## config.mk

```make
export PLATFORM = sky130hd
export DESIGN_NAME = lph_index_unit
export DESIGN_NICKNAME = d
export VERILOG_FILES = /design/src/rtl/core/lph_pkg.sv /design/src/rtl/core/lph_index_unit.sv
export SDC_FILE = /design/constraint.sdc
export NUM_CORES = 1
export LEC_CHECK = 0
export ABC_CLOCK_PERIOD_IN_PS = 5200
export BUFFER_PORTS_ARGS = -buffer_cell sky130_fd_sc_hd__buf_2
export CAP_MARGIN = 20
export CORE_MARGIN = 2
export CORE_UTILIZATION = 45
export DETAILED_ROUTE_END_ITERATION = 10
export PLACE_DENSITY = 0.61
export SYNTH_ARGS = -nofsm -noshare
export SYNTH_HDL_FRONTEND = slang
export SYNTH_SLANG_ARGS = --single-unit
```

## constraint.sdc

```tcl
create_clock -name clk -period 5.2 [get_ports clk]
set_input_delay 0.26 -clock clk [delete_from_list [all_inputs] [get_ports clk]]
set_output_delay 0.26 -clock clk [all_outputs]
set_load 0.02 [all_outputs]
```

## src/rtl/core/lph_pkg.sv

```systemverilog
`timescale 1ns / 1ps
`default_nettype none
// ----------------------------------------------------------------------------
// lph_pkg
// Types, codes and constants shared by the linear probing hash table.
// ----------------------------------------------------------------------------
package lph_pkg;

  localparam int CAP_W           = 9;
  localparam int LEN_W           = 4;
  localparam int KEY_BYTES       = 8;
  localparam int TABLE_DEPTH_DEF = 256;
  localparam logic [CAP_W-1:0] CAP_RESET = 9'd256;
  localparam logic [63:0] HASH_SEED = 64'h1337_1337_dead_beef;

  localparam logic [1:0] MODE_PUT    = 2'd0;
  localparam logic [1:0] MODE_GET    = 2'd1;
  localparam logic [1:0] MODE_DEL    = 2'd2;
  localparam logic [1:0] MODE_UNUSED = 2'd3;

  localparam logic [1:0] STATUS_OK       = 2'd0;
  localparam logic [1:0] STATUS_NOTFOUND = 2'd1;
  localparam logic [1:0] STATUS_FULL     = 2'd2;

  localparam logic [1:0] MARK_EMPTY = 2'd0;
  localparam logic [1:0] MARK_LIVE  = 2'd1;
  localparam logic [1:0] MARK_TOMB  = 2'd2;

  typedef struct packed {
    logic [1:0]  mode;
    logic [63:0] key;
    logic [63:0] value;
  } in_t;

  typedef struct packed {
    logic [1:0]       status;
    logic [63:0]      found_value;
    logic [CAP_W-1:0] live_entries;
  } out_t;

  typedef struct packed {
    logic [1:0]  mark;
    logic [63:0] key;
    logic [63:0] value;
  } entry_t;

  typedef struct packed {
    logic             start;
    logic [63:0]      key;
    logic [LEN_W-1:0] len;
    logic [CAP_W-1:0] cap;
  } iu_req_t;

  typedef struct packed {
    logic             done;
    logic [CAP_W-1:0] slot;
  } iu_resp_t;

endpackage
`default_nettype wire

```

## src/rtl/core/lph_index_unit.sv

```systemverilog
`timescale 1ns / 1ps
`default_nettype none
// ----------------------------------------------------------------------------
// lph_index_unit
// Start slot: byte-serial 64-bit hash, then a bit-serial restoring modulo.
// ----------------------------------------------------------------------------
module lph_index_unit
  import lph_pkg::*;
(
  input  wire logic     clk,
  input  wire logic     rst_n,
  input  wire iu_req_t  req,
  output      iu_resp_t resp
);

  typedef enum logic [2:0] {
    IU_IDLE = 3'b001,
    IU_HASH = 3'b010,
    IU_MOD  = 3'b100
  } iu_state_t;

  iu_state_t        st_r;
  logic [63:0]      h_r;
  logic [63:0]      kb_r;
  logic [LEN_W-1:0] left_r;
  logic [5:0]       bit_r;
  logic [CAP_W-1:0] rem_r;
  logic [CAP_W-1:0] cap_r;

  logic [63:0]      bx;
  logic [63:0]      h_nxt;
  logic [CAP_W:0]   rem_sh;
  logic [CAP_W:0]   rem_nxt;

  assign bx      = {{56{kb_r[7]}}, kb_r[7:0]};
  assign h_nxt   = ((h_r ^ bx) << 8) + bx;
  assign rem_sh  = {rem_r, h_r[63]};
  assign rem_nxt = (rem_sh >= {1'b0, cap_r}) ? rem_sh - {1'b0, cap_r} : rem_sh;

  assign resp.done = (st_r == IU_MOD) && (bit_r == 6'd63);
  assign resp.slot = rem_nxt[CAP_W-1:0];

  always_ff @(posedge clk) begin
    if (!rst_n) begin
      st_r <= IU_IDLE;
    end else begin
      unique case (st_r)
        IU_IDLE: begin
          if (req.start) begin
            h_r    <= HASH_SEED;
            kb_r   <= req.key;
            left_r <= req.len;
            cap_r  <= req.cap;
            st_r   <= IU_HASH;
          end
        end
        IU_HASH: begin
          if (left_r == '0) begin
            rem_r <= '0;
            bit_r <= '0;
            st_r  <= IU_MOD;
          end else begin
            h_r    <= h_nxt;
            kb_r   <= kb_r >> 8;
            left_r <= left_r - 1'b1;
          end
        end
        IU_MOD: begin
          rem_r <= rem_nxt[CAP_W-1:0];
          h_r   <= h_r << 1;
          bit_r <= bit_r + 1'b1;
          if (bit_r == 6'd63) begin
            st_r <= IU_IDLE;
          end
        end
        default: st_r <= IU_IDLE;
      endcase
    end
  end

endmodule
`default_nettype wire

```

==> results.cfg <==
[status]
status = complete, no violations

[clock_network]
cts.sinks = 159
h-tree-depth = 4
cts_buffers = 17
cts_buffer_depth = 2
cts_resized = 0
cts_tree = yes
path_clk_slew_ps = 80
cts-root-buf = clkbuf_16
worstSkewPairLatency_ps = 440

[drt]
drt_wl_total_um = 30700
drt-wirelength-per-cell_um = 17.2
drt_iter0_markers = 919
first_pass_iters = 7
num_vias = 10200
drcViolationCount = 0
ant_nets = 0
vias_per_cell = 5.71

[synth]
syn_area_sq_um = 12000
ys_warn_count = 0
synth-seq-cells = 159
syn-num-nets = 1531
ys_types = 85
ys.flop_type = edfxtp_1
postSynthCellCount = 1384
ys_async_sr_fraction_pct = 0
ys_seq_area_share_pct = 39.4
synth_area_per_cell_sq_um = 8.69
synth_edf_count = 156

[setup_path]
cp_data_required_time_ps = 5360
startpoint = kb_r[7]
r2r-start = kb_r[7]
cp_max_fo = 74
rr_worst_depth = 12
critPathArrivalTime_ps = 4590
start_kind = register
reg2reg_to = h_r[63]
critPathKind = reg -> reg
end_kind = register
r2r_setup_slack_ps = 780

[power_and_ir_drop]
ir_worst_vdd_v = 0.000242
leakagePower_nw = 5.45
p_per_area_nw_per_um2 = 260

[global_routing]
track_usage_pct = 21.8
grt_pass1_wl_um = 49500
antenna_found_initial = 1
grt_pass1_vias = 9642
overflow = 0
grt_max_degree = 87

[floorplan]
start_util_pct = 46.0
dieArea_sq_um = 28100
core-area_sq_um = 26100
fp-row-count = 59
io-pin-count = 90
chipHeight_um = 168
dieWidth_um = 168

[timing]
worst_hold_slack_ps = 40.2
rsz0062_at_grt = no
tightestPinTransition_ps = 898
min_period_over_period_pct = 85.1
finalHoldViolations = 0
fmax_mhz = 226
finalSetupViolCount = 0
fin_skew_ps = 18.9
relSlewSlack_pct = 40.2
fin_crit_ps = 4420
slew_viol_final = 0
tns_ps = 0

[cells_and_area]
synthToLayoutAreaGrowth_pct = 12.1
num_antenna_cells = 0
final_nets = 1588
finalNonFillerCells = 1789
final_cell_mix = nand2_1 (269), edfxtp_1 (156), buf_2 (89), a21oi_1 (79), xnor2_1 (76)
drive_above_1_share_pct = 10.9
final_common_cell = nand2_1

[run]
max_cap_viol_count = 0

[hold_path]
hold_path_class = in -> reg
hold-path-endpoint = st_r[0]
min_from = rst_n
min_delay_path_depth = 2

[placed_design]
io_buffer_count = 89
gp_congestion = 0.898
dp_cells = 1748
hpwl_um = 21200
## area by class of cell
cell class | count | area [sq um]
Inverter | 73 | 274
Tap cell | 335 | 419
Clock inverter | 15 | 199
Clock buffer | 17 | 425
Timing Repair Buffer | 113 | 698
Fill cell | 2461 | 12600
Sequential cell | 159 | 4740
Multi-Input combinational cell | 1077 | 6730
## cells in the mapped netlist, drive strengths merged, types with 5 or more instances
cell type,instances,share of area (%)
o31ai,10,0.78
nand3,39,1.6
nor2b,12,0.62
nand4,7,0.36
a221oi,10,0.73
xnor2,76,5.5
nand2b,11,0.57
inv,73,2.3
o22ai,27,1.4
edfxtp,156,39
or3,23,1.2
nor3,34,1.5
and2,25,1.3
or2,7,0.36
a21oi,79,3.3
ha,65,6.8
mux2i,6,0.50
nand2,271,8.5
a21boi,6,0.37
a31oi,13,0.68
nor2,75,2.3
clkbuf,53,1.7
or4,6,0.41
o221ai,5,0.36
and3,25,1.3
a22oi,14,0.87
o211ai,7,0.44
buf,22,1.0
a21o,18,1.1
xor2,38,2.8
o21a,7,0.44
o21ai,82,3.4
## flip-flops by register name, summed over array words and instances (netlist names)
signal,flops
cap_r,9
rem_r,9
bit_r,6
h_r,64
left_r,4
st_r,3
kb_r,64
## layer usage
metal / up-vias / wire (um) / track usage, % / share of wire (%)
met5: - / 11 / 0 / 0.036
met4: 2 / 597 / 6.47 / 1.9
met3: 49 / 1400 / 3.14 / 4.6
met2: 265 / 14600 / 36.4 / 47
met1: 4787 / 14200 / 29.5 / 46
li1: 5111 / - / - / -
## worst max-delay path by stage
stage / cells past startpoint / end
after CTS: 13 / h_r[61]
after floorplan: 12 / h_r[56]
after detailed placement: 13 / h_r[61]
after global routing: 13 / h_r[61]
final: 12 / h_r[63]
after global placement: 12 / h_r[63]
## through the flow
step,cell area [sq um],setup WS (ps),util (%),total power [mW]
2_1_floorplan,12000,606,-,2.00
5_1_grt,13500,537,51.6,3.66
6_report,13500,777,51.6,3.51
3_3_place_gp,12800,1040,48.8,2.17
3_5_place_dp,12800,910,48.9,2.17
4_1_cts,13500,871,51.6,3.54
## where the power goes
part | internal [mW] | total [mW] | switching, mW
registers | 1.47 | 1.49 | 0.0276
clock network | 0.669 | 1.36 | 0.688
logic | 0.261 | 0.661 | 0.400
## worst max-delay path: stages, from the launching register on
cell and delay, ps:
edfxtp_1 520, buf_12 330, buf_4 500, inv_2 250
o21ai_0 330, o31ai_1 160, a31oi_1 440, o21ai_1 250
o2111ai_1 300, nand3_1 300, o41a_1 510, xor2_1 140
o21ai_1 70
## cell families (layout without fill, tap and decap cells)
group | after synthesis | count (layout) | share of synthesized area, %
mux | 10 | 10 | 0.873
buf+inv | 148 | 218 | 4.94
xor+xnor | 114 | 114 | 8.30
simple gates | 554 | 554 | 21.3
compound gates | 332 | 332 | 18.1
flops | 159 | 159 | 39.4
fa+ha+maj | 67 | 67 | 7.09
## timing repair
item / CTS / global route
hold endpoints to repair: 9 / 0
hold buffers: 9 / 0
setup buffers: 0 / 0
Power figures use the tool's default switching activity.
